File: src/hw/rtl/aes256_pkg.sv
`timescale 1ns / 1ps
package aes256_pkg;

	typedef logic [0:15][7:0] blk_t;
	typedef logic [0:7][31:0] win_t;

	localparam int unsigned NumCfg = 6;
	localparam logic [2:0] CFG_KEY0 = 3'd0;
	localparam logic [2:0] CFG_KEY1 = 3'd1;
	localparam logic [2:0] CFG_KEY2 = 3'd2;
	localparam logic [2:0] CFG_KEY3 = 3'd3;
	localparam logic [2:0] CFG_IVH  = 3'd4;
	localparam logic [2:0] CFG_IVL  = 3'd5;
	localparam logic [3:0] LAST_ROUND = 4'd14;
	localparam logic [3:0] LAST_BYTE  = 4'd15;

	typedef struct packed {
		logic       start;
		logic       wr_byte;
		logic [3:0] byte_idx;
		logic       pad;
		logic [3:0] pad_from;
		logic       load;
		logic       round;
		logic       final_rnd;
		logic [3:0] rnd;
		logic [3:0] out_idx;
	} cmd_t;

	localparam logic [7:0] SBOX [256] = '{
		8'h63,8'h7c,8'h77,8'h7b,8'hf2,8'h6b,8'h6f,8'hc5,8'h30,8'h01,8'h67,8'h2b,8'hfe,8'hd7,8'hab,8'h76,
		8'hca,8'h82,8'hc9,8'h7d,8'hfa,8'h59,8'h47,8'hf0,8'had,8'hd4,8'ha2,8'haf,8'h9c,8'ha4,8'h72,8'hc0,
		8'hb7,8'hfd,8'h93,8'h26,8'h36,8'h3f,8'hf7,8'hcc,8'h34,8'ha5,8'he5,8'hf1,8'h71,8'hd8,8'h31,8'h15,
		8'h04,8'hc7,8'h23,8'hc3,8'h18,8'h96,8'h05,8'h9a,8'h07,8'h12,8'h80,8'he2,8'heb,8'h27,8'hb2,8'h75,
		8'h09,8'h83,8'h2c,8'h1a,8'h1b,8'h6e,8'h5a,8'ha0,8'h52,8'h3b,8'hd6,8'hb3,8'h29,8'he3,8'h2f,8'h84,
		8'h53,8'hd1,8'h00,8'hed,8'h20,8'hfc,8'hb1,8'h5b,8'h6a,8'hcb,8'hbe,8'h39,8'h4a,8'h4c,8'h58,8'hcf,
		8'hd0,8'hef,8'haa,8'hfb,8'h43,8'h4d,8'h33,8'h85,8'h45,8'hf9,8'h02,8'h7f,8'h50,8'h3c,8'h9f,8'ha8,
		8'h51,8'ha3,8'h40,8'h8f,8'h92,8'h9d,8'h38,8'hf5,8'hbc,8'hb6,8'hda,8'h21,8'h10,8'hff,8'hf3,8'hd2,
		8'hcd,8'h0c,8'h13,8'hec,8'h5f,8'h97,8'h44,8'h17,8'hc4,8'ha7,8'h7e,8'h3d,8'h64,8'h5d,8'h19,8'h73,
		8'h60,8'h81,8'h4f,8'hdc,8'h22,8'h2a,8'h90,8'h88,8'h46,8'hee,8'hb8,8'h14,8'hde,8'h5e,8'h0b,8'hdb,
		8'he0,8'h32,8'h3a,8'h0a,8'h49,8'h06,8'h24,8'h5c,8'hc2,8'hd3,8'hac,8'h62,8'h91,8'h95,8'he4,8'h79,
		8'he7,8'hc8,8'h37,8'h6d,8'h8d,8'hd5,8'h4e,8'ha9,8'h6c,8'h56,8'hf4,8'hea,8'h65,8'h7a,8'hae,8'h08,
		8'hba,8'h78,8'h25,8'h2e,8'h1c,8'ha6,8'hb4,8'hc6,8'he8,8'hdd,8'h74,8'h1f,8'h4b,8'hbd,8'h8b,8'h8a,
		8'h70,8'h3e,8'hb5,8'h66,8'h48,8'h03,8'hf6,8'h0e,8'h61,8'h35,8'h57,8'hb9,8'h86,8'hc1,8'h1d,8'h9e,
		8'he1,8'hf8,8'h98,8'h11,8'h69,8'hd9,8'h8e,8'h94,8'h9b,8'h1e,8'h87,8'he9,8'hce,8'h55,8'h28,8'hdf,
		8'h8c,8'ha1,8'h89,8'h0d,8'hbf,8'he6,8'h42,8'h68,8'h41,8'h99,8'h2d,8'h0f,8'hb0,8'h54,8'hbb,8'h16
	};

	function automatic logic [7:0] xtime(input logic [7:0] v);
		return {v[6:0], 1'b0} ^ (v[7] ? 8'h1b : 8'h00);
	endfunction

	function automatic logic [31:0] sub_word(input logic [31:0] w);
		return {SBOX[w[31:24]], SBOX[w[23:16]], SBOX[w[15:8]], SBOX[w[7:0]]};
	endfunction

	// Round constant for the key words generated while leaving round r.
	function automatic logic [7:0] rcon(input logic [3:0] r);
		logic [7:0] v;
		case (r[3:1])
			3'd0: v = 8'h01;
			3'd1: v = 8'h02;
			3'd2: v = 8'h04;
			3'd3: v = 8'h08;
			3'd4: v = 8'h10;
			3'd5: v = 8'h20;
			3'd6: v = 8'h40;
			default: v = 8'h00;
		endcase
		return v;
	endfunction

	function automatic blk_t sub_shift(input blk_t s);
		blk_t t;
		for (int c = 0; c < 4; c++) begin
			for (int r = 0; r < 4; r++) begin
				t[c*4+r] = SBOX[s[((c + r) % 4) * 4 + r]];
			end
		end
		return t;
	endfunction

	function automatic blk_t mix_cols(input blk_t s);
		blk_t t;
		logic [7:0] a, b, d, e, x;
		for (int c = 0; c < 4; c++) begin
			a = s[c*4];
			b = s[c*4+1];
			d = s[c*4+2];
			e = s[c*4+3];
			x = a ^ b ^ d ^ e;
			t[c*4]   = a ^ x ^ xtime(a ^ b);
			t[c*4+1] = b ^ x ^ xtime(b ^ d);
			t[c*4+2] = d ^ x ^ xtime(d ^ e);
			t[c*4+3] = e ^ x ^ xtime(e ^ a);
		end
		return t;
	endfunction

	// Slides the eight-word key window ahead by four words.
	function automatic win_t key_next(input win_t w, input logic [3:0] r);
		logic [31:0] t, n0, n1, n2, n3;
		if (!r[0]) begin
			t = sub_word({w[7][23:0], w[7][31:24]}) ^ {rcon(r), 24'h0};
		end else begin
			t = sub_word(w[7]);
		end
		n0 = w[0] ^ t;
		n1 = w[1] ^ n0;
		n2 = w[2] ^ n1;
		n3 = w[3] ^ n2;
		return {w[4], w[5], w[6], w[7], n0, n1, n2, n3};
	endfunction

endpackage

File: src/hw/rtl/aes256_ctrl.sv
`timescale 1ns / 1ps
module aes256_ctrl
	import aes256_pkg::*;
(
	input  logic clk,
	input  logic arst_n,
	input  logic in_valid,
	output logic in_ready,
	input  logic byte_present,
	input  logic message_end,
	output logic out_valid,
	input  logic out_ready,
	output logic block_last,
	output logic message_last,
	output cmd_t cmd
);

	typedef enum logic [4:0] {
		ST_IDLE  = 5'b00001,
		ST_LOAD  = 5'b00010,
		ST_ROUND = 5'b00100,
		ST_EMIT  = 5'b01000,
		ST_PAD   = 5'b10000
	} state_t;

	state_t     state_q, state_d;
	logic       in_msg_q, in_msg_d;
	logic       end_pend_q, end_pend_d;
	logic       last_q, last_d;
	logic [3:0] cnt_q, cnt_d;
	logic [3:0] rnd_q, rnd_d;
	logic [3:0] oidx_q, oidx_d;
	logic [3:0] cnt_eff, cnt_after;
	logic       full;

	assign in_ready     = (state_q == ST_IDLE);
	assign out_valid    = (state_q == ST_EMIT);
	assign block_last   = (oidx_q == LAST_BYTE);
	assign message_last = last_q && (oidx_q == LAST_BYTE);

	assign cnt_eff   = in_msg_q ? cnt_q : 4'd0;
	assign cnt_after = cnt_eff + {3'd0, byte_present};
	assign full      = byte_present && (cnt_eff == LAST_BYTE);

	always_comb begin
		state_d    = state_q;
		in_msg_d   = in_msg_q;
		end_pend_d = end_pend_q;
		last_d     = last_q;
		cnt_d      = cnt_q;
		rnd_d      = rnd_q;
		oidx_d     = oidx_q;
		cmd        = '0;
		cmd.rnd     = rnd_q;
		cmd.out_idx = oidx_q;
		cmd.byte_idx = cnt_eff;
		cmd.pad_from = cnt_after;
		unique case (state_q)
			ST_IDLE: begin
				if (in_valid && (in_msg_q || byte_present || message_end)) begin
					cmd.start   = !in_msg_q;
					cmd.wr_byte = byte_present;
					if (full) begin
						cnt_d      = 4'd0;
						in_msg_d   = 1'b1;
						end_pend_d = message_end;
						last_d     = 1'b0;
						state_d    = ST_LOAD;
					end else if (message_end) begin
						cmd.pad  = 1'b1;
						cnt_d    = 4'd0;
						in_msg_d = 1'b0;
						last_d   = 1'b1;
						state_d  = ST_LOAD;
					end else begin
						cnt_d    = cnt_after;
						in_msg_d = 1'b1;
					end
				end
			end
			ST_PAD: begin
				cmd.pad      = 1'b1;
				cmd.pad_from = 4'd0;
				end_pend_d   = 1'b0;
				last_d       = 1'b1;
				in_msg_d     = 1'b0;
				state_d      = ST_LOAD;
			end
			ST_LOAD: begin
				cmd.load = 1'b1;
				cmd.rnd  = 4'd0;
				rnd_d    = 4'd1;
				state_d  = ST_ROUND;
			end
			ST_ROUND: begin
				cmd.round     = 1'b1;
				cmd.final_rnd = (rnd_q == LAST_ROUND);
				rnd_d         = rnd_q + 4'd1;
				if (rnd_q == LAST_ROUND) begin
					oidx_d  = 4'd0;
					state_d = ST_EMIT;
				end
			end
			ST_EMIT: begin
				if (out_ready) begin
					oidx_d = oidx_q + 4'd1;
					if (oidx_q == LAST_BYTE) begin
						state_d = end_pend_q ? ST_PAD : ST_IDLE;
					end
				end
			end
			default: state_d = ST_IDLE;
		endcase
	end

	always_ff @(posedge clk or negedge arst_n) begin
		if (!arst_n) begin
			state_q    <= ST_IDLE;
			in_msg_q   <= 1'b0;
			end_pend_q <= 1'b0;
			last_q     <= 1'b0;
			cnt_q      <= 4'd0;
			rnd_q      <= 4'd0;
			oidx_q     <= 4'd0;
		end else begin
			state_q    <= state_d;
			in_msg_q   <= in_msg_d;
			end_pend_q <= end_pend_d;
			last_q     <= last_d;
			cnt_q      <= cnt_d;
			rnd_q      <= rnd_d;
			oidx_q     <= oidx_d;
		end
	end

	a_no_overlap: assert property (@(posedge clk) disable iff (!arst_n)
		!(in_ready && out_valid))
		else $error("input and output open at once");
	a_rnd_range: assert property (@(posedge clk) disable iff (!arst_n)
		(state_q == ST_ROUND) |-> (rnd_q >= 4'd1 && rnd_q <= LAST_ROUND))
		else $error("round counter out of range");
	a_block_done: assert property (@(posedge clk) disable iff (!arst_n)
		(out_valid && out_ready && oidx_q == LAST_BYTE && !end_pend_q) |=> in_ready)
		else $error("block end did not return to idle");
	a_pad_load: assert property (@(posedge clk) disable iff (!arst_n)
		(state_q == ST_PAD) |=> (state_q == ST_LOAD))
		else $error("pad block not encrypted");

endmodule

File: config.mk
export PLATFORM = sky130hd
export DESIGN_NAME = aes256_ctrl
export DESIGN_NICKNAME = d
export VERILOG_FILES = /design/src/hw/rtl/aes256_pkg.sv /design/src/hw/rtl/aes256_ctrl.sv
export SDC_FILE = /design/constraint.sdc
export NUM_CORES = 1
export LEC_CHECK = 0
export ABC_AREA = 1
export ABC_CLOCK_PERIOD_IN_PS = 3180
export BUFFER_PORTS_ARGS = -buffer_cell sky130_fd_sc_hd__buf_2
export CORE_ASPECT_RATIO = 2
export CORE_MARGIN = 2
export CORE_UTILIZATION = 30
export CTS_BUF_LIST = sky130_fd_sc_hd__clkbuf_16
export CTS_CLUSTER_SIZE = 20
export DETAILED_ROUTE_END_ITERATION = 12
export GPL_ROUTABILITY_DRIVEN = 0
export PLACE_DENSITY_LB_ADDON = 0.15
export SLEW_MARGIN = 15
export SYNTH_ARGS = -nofsm -noshare
export SYNTH_HDL_FRONTEND = slang
export SYNTH_SLANG_ARGS = --single-unit
File: constraint.sdc
create_clock -name clk -period 3.18 [get_ports clk]
set_clock_uncertainty 0.2 [all_clocks]
set_input_delay 0.318 -clock clk [delete_from_list [all_inputs] [get_ports clk]]
set_output_delay 0.318 -clock clk [all_outputs]
set_load 0.01 [all_outputs]
==> flow_metrics.env, run 1 <==
export IMPL_crit_type="reg2out"
export IMPL_path_max_fanout=6
export IMPL_via_per_inst=4.48
export IMPL_fp_row_count=34
export IMPL_nets=223
export IMPL_start_util_pct=30.6
export IMPL_syn_nets=186
export IMPL_worst_pin_slew_ps=486
export IMPL_htree_levels=1
export IMPL_drive_above_1_share_pct=30.3
export IMPL_drtIter0Drc=8
export IMPL_die_h_um=97.6
export IMPL_r2r_end="state_q[3]"
export IMPL_rsz0062_at_grt="no"
export IMPL_grt_overflow=0
export IMPL_ctsResizeCount=0
export IMPL_max_freq_ghz=0.425
export IMPL_via_count=1186
export IMPL_grt_pass1_vias=1207
export IMPL_antennaDiodeCount=0
export IMPL_relSlewSlack_pct=67.6
export IMPL_grt_usage_pct=14.6
export IMPL_dieArea_um2=4960
export IMPL_outcome="finished clean"
export IMPL_clockRootBuffer="clkbuf_16"
export IMPL_grt_first_pass_wirelength_um=5470
export IMPL_netlist_area_um2=1310
export IMPL_post_route_period_util_pct=74.0
export IMPL_regToRegSetupSlack_ps=1480
export IMPL_clock_latency_ps=250
export IMPL_fin_ws_ps=828
export IMPL_hp_class="in2reg"
export IMPL_clk_pin_slew_worst_paths_ps=50
export IMPL_synth_top_area_share_pct=36.2
export IMPL_hold_depth=3
export IMPL_core_um2=4300
export IMPL_setup_viol=0
export IMPL_yosys_top_cells_area="dfrtp_1 (36%), nand2_1 (12%), inv_1 (8.0%)"
export IMPL_cts_tree="yes"
export IMPL_worstSetupEndpointType="output port"
export IMPL_seq_area_frac_synth_pct=38.2
export IMPL_finalHoldViolations=0
export IMPL_yosysWarnings=0
export IMPL_setup_tns_ps=0
export IMPL_grt_max_degree=21
export IMPL_ctsLongestPathBuffers=2
export IMPL_syn2layout_area_growth_pct=23.7
export IMPL_syn_avg_cell_area_um2=7.51
export IMPL_numCtsBuffers=3
export IMPL_crit_path_start_kind="flop"
export IMPL_peakVddDrop_mv=0.340
export IMPL_r2r_start="oidx_q[0]"
export IMPL_p_per_area_nw_per_um2=845
export IMPL_post_cts_buffers=0
export IMPL_pre_cts_ws_ps=1120
export IMPL_synth_distinct_cells=26
export IMPL_ys_ff_latch=20
export IMPL_synth_top_area_cell="dfrtp_1"
export IMPL_cts_sinks=20
export IMPL_hold_start="message_end"
export IMPL_reg2reg_depth=8
export IMPL_n_fill_cell=486
export IMPL_synthCells=175
export IMPL_period_minus_slack_ps=2350
export IMPL_critPathArrivalTime_ps=1830
export IMPL_required_ps=2660
export IMPL_place_hpwl_um=2610
export IMPL_antenna_found_initial=0
export IMPL_total_power_mw=1.37
export IMPL_worstHoldEndpoint="end_pend_q"
export IMPL_drv_cap=0
export IMPL_routed_wirelength_um=3180
export IMPL_drt_antenna_violating_nets=0
export IMPL_dieWidth_um=50.8
export IMPL_firstDrtPassIters=2
export IMPL_avgRoutedWirePerCell_um=12.0
export IMPL_numPortBuffers=31
export IMPL_leakage_nw=0.977
export IMPL_top_level_ports=32
export IMPL_drc_errors=0
export IMPL_drv_slew=0
==> registers in the layout, summed over array words and instances (netlist names) <==
name / count
oidx_q: 4
in_msg_q: 1
state_q: 5
last_q: 1
cnt_q: 4
rnd_q: 4
end_pend_q: 1
==> critical path, cell delays in order, from the launching register on <==
cell	delay, ps
dfrtp_1	440
nand2_1	90
inv_1	60
ha_1	200
ha_1	200
xor2_1	170
or2_2	270
inv_1	50
buf_2	110
==> synthesized netlist by cell type, drive strengths merged <==
master  count
or2         2
xnor2       1
a21oi       2
nor2       20
ha          5
inv        35
dfrtp      19
nand4       2
o21ai      15
nand3      20
nand2      48
o21bai      1
dfstp       1
a31o        1
xor2        3
==> what timing repair did <==
item	CTS	global route
hold buffers	1	0
endpoints found under the hold margin	19	0
setup endpoints to repair	0	0
==> worst max-delay path by stage <==
stage,startpoint,depth (start not counted),end,slack (ps)
after floorplan,in_msg_q,7,cmd[13],1230
after global placement,in_msg_q,8,cmd[13],1140
after detailed placement,in_msg_q,8,cmd[13],1120
after CTS,in_msg_q,8,cmd[13],830
after global routing,in_msg_q,8,cmd[13],710
final,in_msg_q,8,cmd[13],830
==> power by group <==
group | switching, mW | internal (mW) | total (mW)
logic | 0.431 | 0.251 | 0.682
registers | 0.0904 | 0.342 | 0.432
clock network | 0.0923 | 0.167 | 0.260
total | 0.613 | 0.761 | 1.37
==> metal layers <==
layer  wire (um)  up-vias  part of all wire (%)  track usage, %
met5           0        -                     0               0
met4          48        0                   1.5            4.99
li1            -      617                     -               -
met1        1180      537                    37            14.5
met2        1840       27                    58            28.5
met3         119        5                   3.7            2.62
==> area by class of cell <==
type                            count  area (um^2)  share of cell area [%]
Tap cell                           54         67.6                    4.16
Multi-Input combinational cell    120          678                    41.7
Inverter                           35          134                    8.24
Timing Repair Buffer               32          165                    10.2
Sequential cell                    20          502                    30.9
Clock inverter                      1         3.75                   0.231
Clock buffer                        3         75.1                    4.62
==> logic make-up (layout without fill, tap and decap cells) <==
group	Yosys count	count (layout)	share of synthesized area (%)
buffers and inverters	35	71	10.2
xor gates and xnor gates	4	4	2.67
DFF	20	20	38.2
AOI/OAI and AO/OA	19	19	8.86
and+or+nand+nor	92	92	35.3
adders and majority gates	5	5	4.76
==> metrics by stage <==
| step | std cells | hold slack, ps | instance area (um^2) | util, % |
|---|---|---|---|---|
| after detailed placement | 260 | 108 | 1540 | 35.8 |
| after global placement | 260 | 112 | 1540 | 35.8 |
| after CTS | 265 | 128 | 1630 | 37.8 |
| after floorplan | 175 | -178 | 1310 | - |
| after global routing | 265 | 153 | 1630 | 37.8 |
| final | 265 | 131 | 1630 | 37.8 |
==> layout by cell type (no fill, tap or decap), drive strengths merged <==
master	n
buf	31
dlygate4sd3	1
nand3	20
ha	5
inv	35
nand4	2
nor2	20
clkinv	1
xor2	3
or2	2
clkbuf	3
o21ai	15
dfrtp	19
dfstp	1
o21bai	1
a21oi	2
nand2	48
a31o	1
xnor2	1
Note: power is estimated with default switching activity, not from simulation.
==> run 2, diff against run 1 <==
Settings changed: ABC_AREA 1 to 0, ABC_CLOCK_PERIOD_IN_PS 3180 to 2400.
Clock period 3.18 ns to 2.4 ns, I/O delays scaled along.
==> run 2 against run 1 <==
Net effect:
- sequential share of layout area rose by 1.6 points
- global-route usage fell by 0.19 points
- critical path depth fell by 4
- critical path type unchanged
- wire length fell by 1.0%
==> flow_metrics.env, run 2 <==
export IMPL_outcome="finished clean"
export IMPL_syn_avg_cell_area_um2=9.03
export IMPL_yosys_area_share_simple_pct=27.7
export IMPL_grt_pass1_vias=1134
export IMPL_die_h_um=95.5
export IMPL_holdWs_ps=86.6
export IMPL_hold_buffers=1
export IMPL_clockRootBuffer="clkbuf_16"
export IMPL_required_ps=1960
export IMPL_netlist_area_um2=1250
export IMPL_dieArea_um2=4750
export IMPL_yosysWarnings=0
export IMPL_p_switching_uw=560
export IMPL_drv_slew=0
export IMPL_routed_top_layer="met4"
export IMPL_worst_path_max_delay_cell="or4b_4"
export IMPL_synth_async_sr_flop_share_pct=100
export IMPL_worstSetupEndpointType="output port"
export IMPL_yosys_area_share_xor_xnor_pct=2.79
export IMPL_synth_main_ff_cell="dfrtp_1"
export IMPL_place_hpwl_um=2460
export IMPL_firstDrtPassIters=4
export IMPL_yosys_top_cells_area="dfrtp_1 (38%), and2_1 (5.0%), ha_1 (5.0%)"
export IMPL_met3_length_um=129
export IMPL_cts_tree="yes"
export IMPL_relSlewSlack_pct=67.6
export IMPL_dieWidth_um=49.7
export IMPL_final_util_pct=38.2
export IMPL_grt_overflow=0
export IMPL_antennaDiodeCount=0
export IMPL_fin_ws_ps=98.5
export IMPL_critPathArrivalTime_ps=1860
export IMPL_clock_latency_ps=250
export IMPL_numCtsBuffers=3
export IMPL_fin_cells=224
export IMPL_synth_top_area_share_pct=37.9
export IMPL_drc_errors=0
export IMPL_drv_cap=0
export IMPL_synth_compound_area_share_pct=16.5
export IMPL_ctsLongestPathBuffers=2
export IMPL_path_max_fanout=10
export IMPL_crit_type="reg2out"
export IMPL_setup_viol=0
export IMPL_grt_max_degree=21
export IMPL_muxShareOfSynthArea_pct=2.59
export IMPL_clk_pin_slew_worst_paths_ps=60
export IMPL_layout_area_seq_um2=502
export IMPL_grt_first_pass_wirelength_um=5200
export IMPL_drive_above_1_share_pct=25.6
export IMPL_syn2layout_area_growth_pct=23.0
export IMPL_placed_cells=219
export IMPL_crit_path_start_kind="flop"
export IMPL_drt_met1_wl_um=1240
export IMPL_syn_nets=150
export IMPL_comb_power_share_pct=40.3
export IMPL_post_route_period_util_pct=95.9
export IMPL_largest_reg_flops=5
export IMPL_peakVddDrop_mv=0.442
export IMPL_place_area_um2=1460
export IMPL_max_stage_delay_ps=560
export IMPL_worst_pin_slew_ps=474
export IMPL_via_count=1129
export IMPL_largest_register="state_q"
export IMPL_synth_top_family_by_area="simple AND/OR/NAND/NOR gates"
export IMPL_p_per_area_nw_per_um2=955
export IMPL_nets=184
export IMPL_ys_ff_latch=20
export IMPL_grt_usage_pct=14.4
export IMPL_avgRoutedWirePerCell_um=14.1
export IMPL_core_um2=4050
export IMPL_start_util_pct=31.0
export IMPL_drt_antenna_violating_nets=0
export IMPL_total_power_mw=1.47
export IMPL_period_minus_slack_ps=2300
export IMPL_max_freq_ghz=0.434
export IMPL_synth_top_area_cell="dfrtp_1"
export IMPL_critPathBufInv=1
export IMPL_power_share_clock_pct=23.8
export IMPL_drtIter0Drc=23
export IMPL_routed_wirelength_um=3150
export IMPL_fp_row_count=33
export IMPL_ctsResizeCount=0
export IMPL_synth_most_common_cell="dfrtp_1"
export IMPL_synth_distinct_cells=43
export IMPL_antenna_found_initial=0
export IMPL_crit_chain="or4b_4, or2_4, and2_4, buf_2"
export IMPL_cp_top_family="simple AND/OR/NAND/NOR gates"
export IMPL_seq_power_share_pct=35.9
export IMPL_internal_power_uw=914
export IMPL_pre_cts_ws_ps=376
export IMPL_synthAdderAreaFrac_pct=4.99
export IMPL_numPortBuffers=31
export IMPL_synth_edff_count=0
export IMPL_post_cts_buffers=0
export IMPL_setup_tns_ps=0
export IMPL_met2_length_um=1740
export IMPL_rsz0062_at_grt="no"
export IMPL_final_common_cell="buf_2"
export IMPL_finish_instance_area_um2=1540
export IMPL_multi_input_area_um2=684
export IMPL_cts_sinks=20
export IMPL_synthCells=139
export IMPL_n_fill_cell=444
export IMPL_leakage_nw=0.829
export IMPL_hp_class="in2reg"
export IMPL_seq_area_frac_synth_pct=40.0
export IMPL_switching_share_pct=38.0
export IMPL_yosys_top_cells_count="dfrtp_1 (19), inv_1 (12), and2_1 (10)"
export IMPL_via_per_inst=5.04
export IMPL_top_level_ports=32
export IMPL_mostFrequentLayoutCells="buf_2 (31), dfrtp_1 (19), inv_1 (12), and2_1 (10)"
export IMPL_htree_levels=1
export IMPL_finalHoldViolations=0
-- run 2: layout make-up --
class / instances / area share (%)
repair buffers: 32 / 10.7
flip-flops and latches: 20 / 32.5
clock inverters: 1 / 0.243
inverters: 13 / 3.16
multi-input cells: 103 / 44.3
clock buffers: 3 / 4.86
well taps: 52 / 4.21
-- run 2: worst register-to-register path: cells and delay by family (launching register included) --
kind	cells	cell delay (ps)
and+or+nand+nor	2	650
DFF	1	430
muxes	1	350
buffers and inverters	1	180
AOI/OAI and AO/OA	1	120
-- run 2: metal layers --
layer  global-route usage, %  vias to the layer above
li1                        -                      564
met1                    14.4                      526
met2                    28.2                       33
met3                    2.04                        6
met4                    6.94                        0
met5                       0                        -
-- run 2: final timing paths --
kind                               to  cells past startpoint   startpoint  slack (ps)
max                            cmd[5]                      4   state_q[3]         100
min                        end_pend_q                      3  message_end          90
max reg2reg                 oidx_q[3]                      5   state_q[1]         390
min reg2reg                    last_q                      1       last_q         310
max in group asynchronous  state_q[0]                      2       arst_n        1390
min in group asynchronous    rnd_q[2]                      2       arst_n         270
-- run 2: logic make-up (layout without fill, tap and decap cells) --
| kind of cell | count (synthesis) | after routing |
|---|---|---|
| AO/OA/AOI/OAI | 30 | 30 |
| flip-flops | 20 | 20 |
| adder cells (fa/ha/maj) | 5 | 5 |
| AND/OR/NAND/NOR | 61 | 61 |
| multiplexers | 3 | 3 |
| XOR/XNOR | 4 | 4 |
| buffers and inverters | 16 | 49 |
-- run 2: power by group through the flow --
stage / logic, mW / clock network, mW / registers (mW)
floorplan: 0.444 / 0 / 0.494
global placement: 0.585 / 0 / 0.535
detailed placement: 0.597 / 0 / 0.536
CTS: 0.601 / 0.362 / 0.530
global route: 0.666 / 0.376 / 0.545
finish: 0.594 / 0.350 / 0.529
==> run 3, diff against run 2 <==
Settings changed: SETUP_SLACK_MARGIN set to 0.15.
==> run 3 against run 2 <==
Net effect:
- non-clock buffer count is 3 higher
- die area stayed put
- worst hold slack better by 2.7 ps
- sequential share of layout area is 0.83 points lower
- total power is 2.4% higher
- register-to-register slack worse by 30 ps
- clock power hardly changed
- wire length is 2.0% higher
- critical path depth stayed put
- clock-buffer cell count stayed put
- via count is 3.9% higher
- fmax is 3.0% higher
- critical endpoint is now cmd[6]
- largest power group unchanged
==> flow_metrics.env, run 3 (synthesis results as in run 2) <==
export IMPL_max_stage_delay_ps=560
export IMPL_numPortBuffers=31
export IMPL_period_minus_slack_ps=2240
export IMPL_p_per_area_nw_per_um2=945
export IMPL_drtIter0Drc=19
export IMPL_post_route_period_util_pct=93.1
export IMPL_ctsLongestPathBuffers=2
export IMPL_path_max_fanout=6
export IMPL_antennaDiodeCount=0
export IMPL_worstSetupPathDepth=4
export IMPL_clock_latency_ps=250
export IMPL_finish_instance_area_um2=1600
export IMPL_largest_reg_flops=5
export IMPL_cts_tree="yes"
export IMPL_setup_viol=0
export IMPL_nets=187
export IMPL_avgRoutedWirePerCell_um=14.2
export IMPL_dieWidth_um=49.7
export IMPL_start_util_pct=31.0
export IMPL_clockRootBuffer="clkbuf_16"
export IMPL_grt_first_pass_wirelength_um=5310
export IMPL_critPathArrivalTime_ps=1800
export IMPL_worst_pin_slew_ps=586
export IMPL_max_freq_ghz=0.447
export IMPL_cp_top_family="simple AND/OR/NAND/NOR gates"
export IMPL_firstDrtPassIters=4
export IMPL_finalHoldViolations=0
export IMPL_worstSetupEndpointType="output port"
export IMPL_cts_sinks=20
export IMPL_grt_overflow=0
export IMPL_final_common_cell="buf_2"
export IMPL_hold_depth=3
export IMPL_antenna_found_initial=0
export IMPL_place_area_um2=1460
export IMPL_crit_type="reg2out"
export IMPL_relSlewSlack_pct=59.9
export IMPL_critPathBufInv=1
export IMPL_via_per_inst=5.17
export IMPL_drv_cap=0
export IMPL_drt_antenna_violating_nets=0
export IMPL_dieArea_um2=4750
export IMPL_die_h_um=95.5
export IMPL_leakage_nw=0.845
export IMPL_grt_usage_pct=14.7
export IMPL_place_hpwl_um=2460
export IMPL_grt_pass1_vias=1176
export IMPL_syn2layout_area_growth_pct=27.2
export IMPL_grt_max_degree=21
export IMPL_drc_errors=0
export IMPL_hp_class="in2reg"
export IMPL_numCtsBuffers=3
export IMPL_top_level_ports=32
export IMPL_drive_above_1_share_pct=30.3
export IMPL_required_ps=1960
export IMPL_clk_pin_slew_worst_paths_ps=60
export IMPL_mostFrequentLayoutCells="buf_2 (30), dfrtp_1 (16), inv_1 (12)"
export IMPL_core_um2=4050
export IMPL_drv_slew=0
export IMPL_crit_chain="or4b_4, or2_4, and2_1, buf_2"
export IMPL_via_count=1173
export IMPL_setup_tns_ps=0
export IMPL_fp_row_count=33
export IMPL_rsz0062_at_grt="yes"
export IMPL_crit_path_start_kind="flop"
export IMPL_reg2reg_depth=5
export IMPL_outcome="finished clean"
export IMPL_peakVddDrop_mv=0.445
export IMPL_htree_levels=1
export IMPL_worst_path_max_delay_cell="or4b_4"
export IMPL_routed_wirelength_um=3210
export IMPL_largest_register="state_q"
[run 3: area by class of cell]
class	count	area, um^2
clock inverters	1	3.75
inverters	13	48.8
well taps	52	65.1
repair buffers	35	194
fillers	445	2450
multi-input cells	103	704
flip-flops and latches	20	505
clock buffers	3	75.1
[run 3: metrics by stage]
stage               utilization [%]  hold WS, ps  std cells  total power, mW  worst slack, ps
finish                         39.5         89.3        227             1.51              165
floorplan                         -         -256        139            0.937              505
global placement               36.0         17.9        219             1.12              396
detailed placement             36.0         23.9        219             1.13              376
CTS                            38.7         85.2        227             1.49              156
global route                   39.5          130        227             1.62              108
[run 3: tightest hold or removal path: cells and delay by family]
family	cells	cell delay [ps]
compound gates	1	70
simple gates	1	70
buf+inv	1	120
[run 3: where the power goes]
part	internal (mW)	switching [mW]	leakage, nW	total [mW]
registers	0.430	0.105	0.248	0.535
logic	0.283	0.341	0.558	0.625
clock network	0.222	0.127	0.0385	0.349
[run 3: metal layers]
| metal | vias to the layer above | wire (um) | GRT usage (%) |
|---|---|---|---|
| met5 | - | 0 | 0 |
| met4 | 0 | 53 | 7.64 |
| met3 | 6 | 139 | 2.04 |
| met2 | 41 | 1780 | 28.4 |
| met1 | 553 | 1240 | 14.6 |
| li1 | 573 | - | - |
[run 3: worst paths after layout]
| check | start | end | slack (ps) |
|---|---|---|---|
| max in group asynchronous | arst_n | in_msg_q | 1390 |
| max | state_q[4] | cmd[6] | 160 |
| min in group asynchronous | arst_n | rnd_q[2] | 260 |
| max reg2reg | rnd_q[0] | oidx_q[2] | 360 |
| min reg2reg | last_q | last_q | 310 |
| min | message_end | end_pend_q | 90 |
[run 3: repair_timing]
item,in CTS,in global routing
pin swaps,0,2
hold buffers,1,0
setup buffers,3,0
setup endpoints to repair,4,10
resized for setup,1,7
endpoints found under the hold margin,19,0
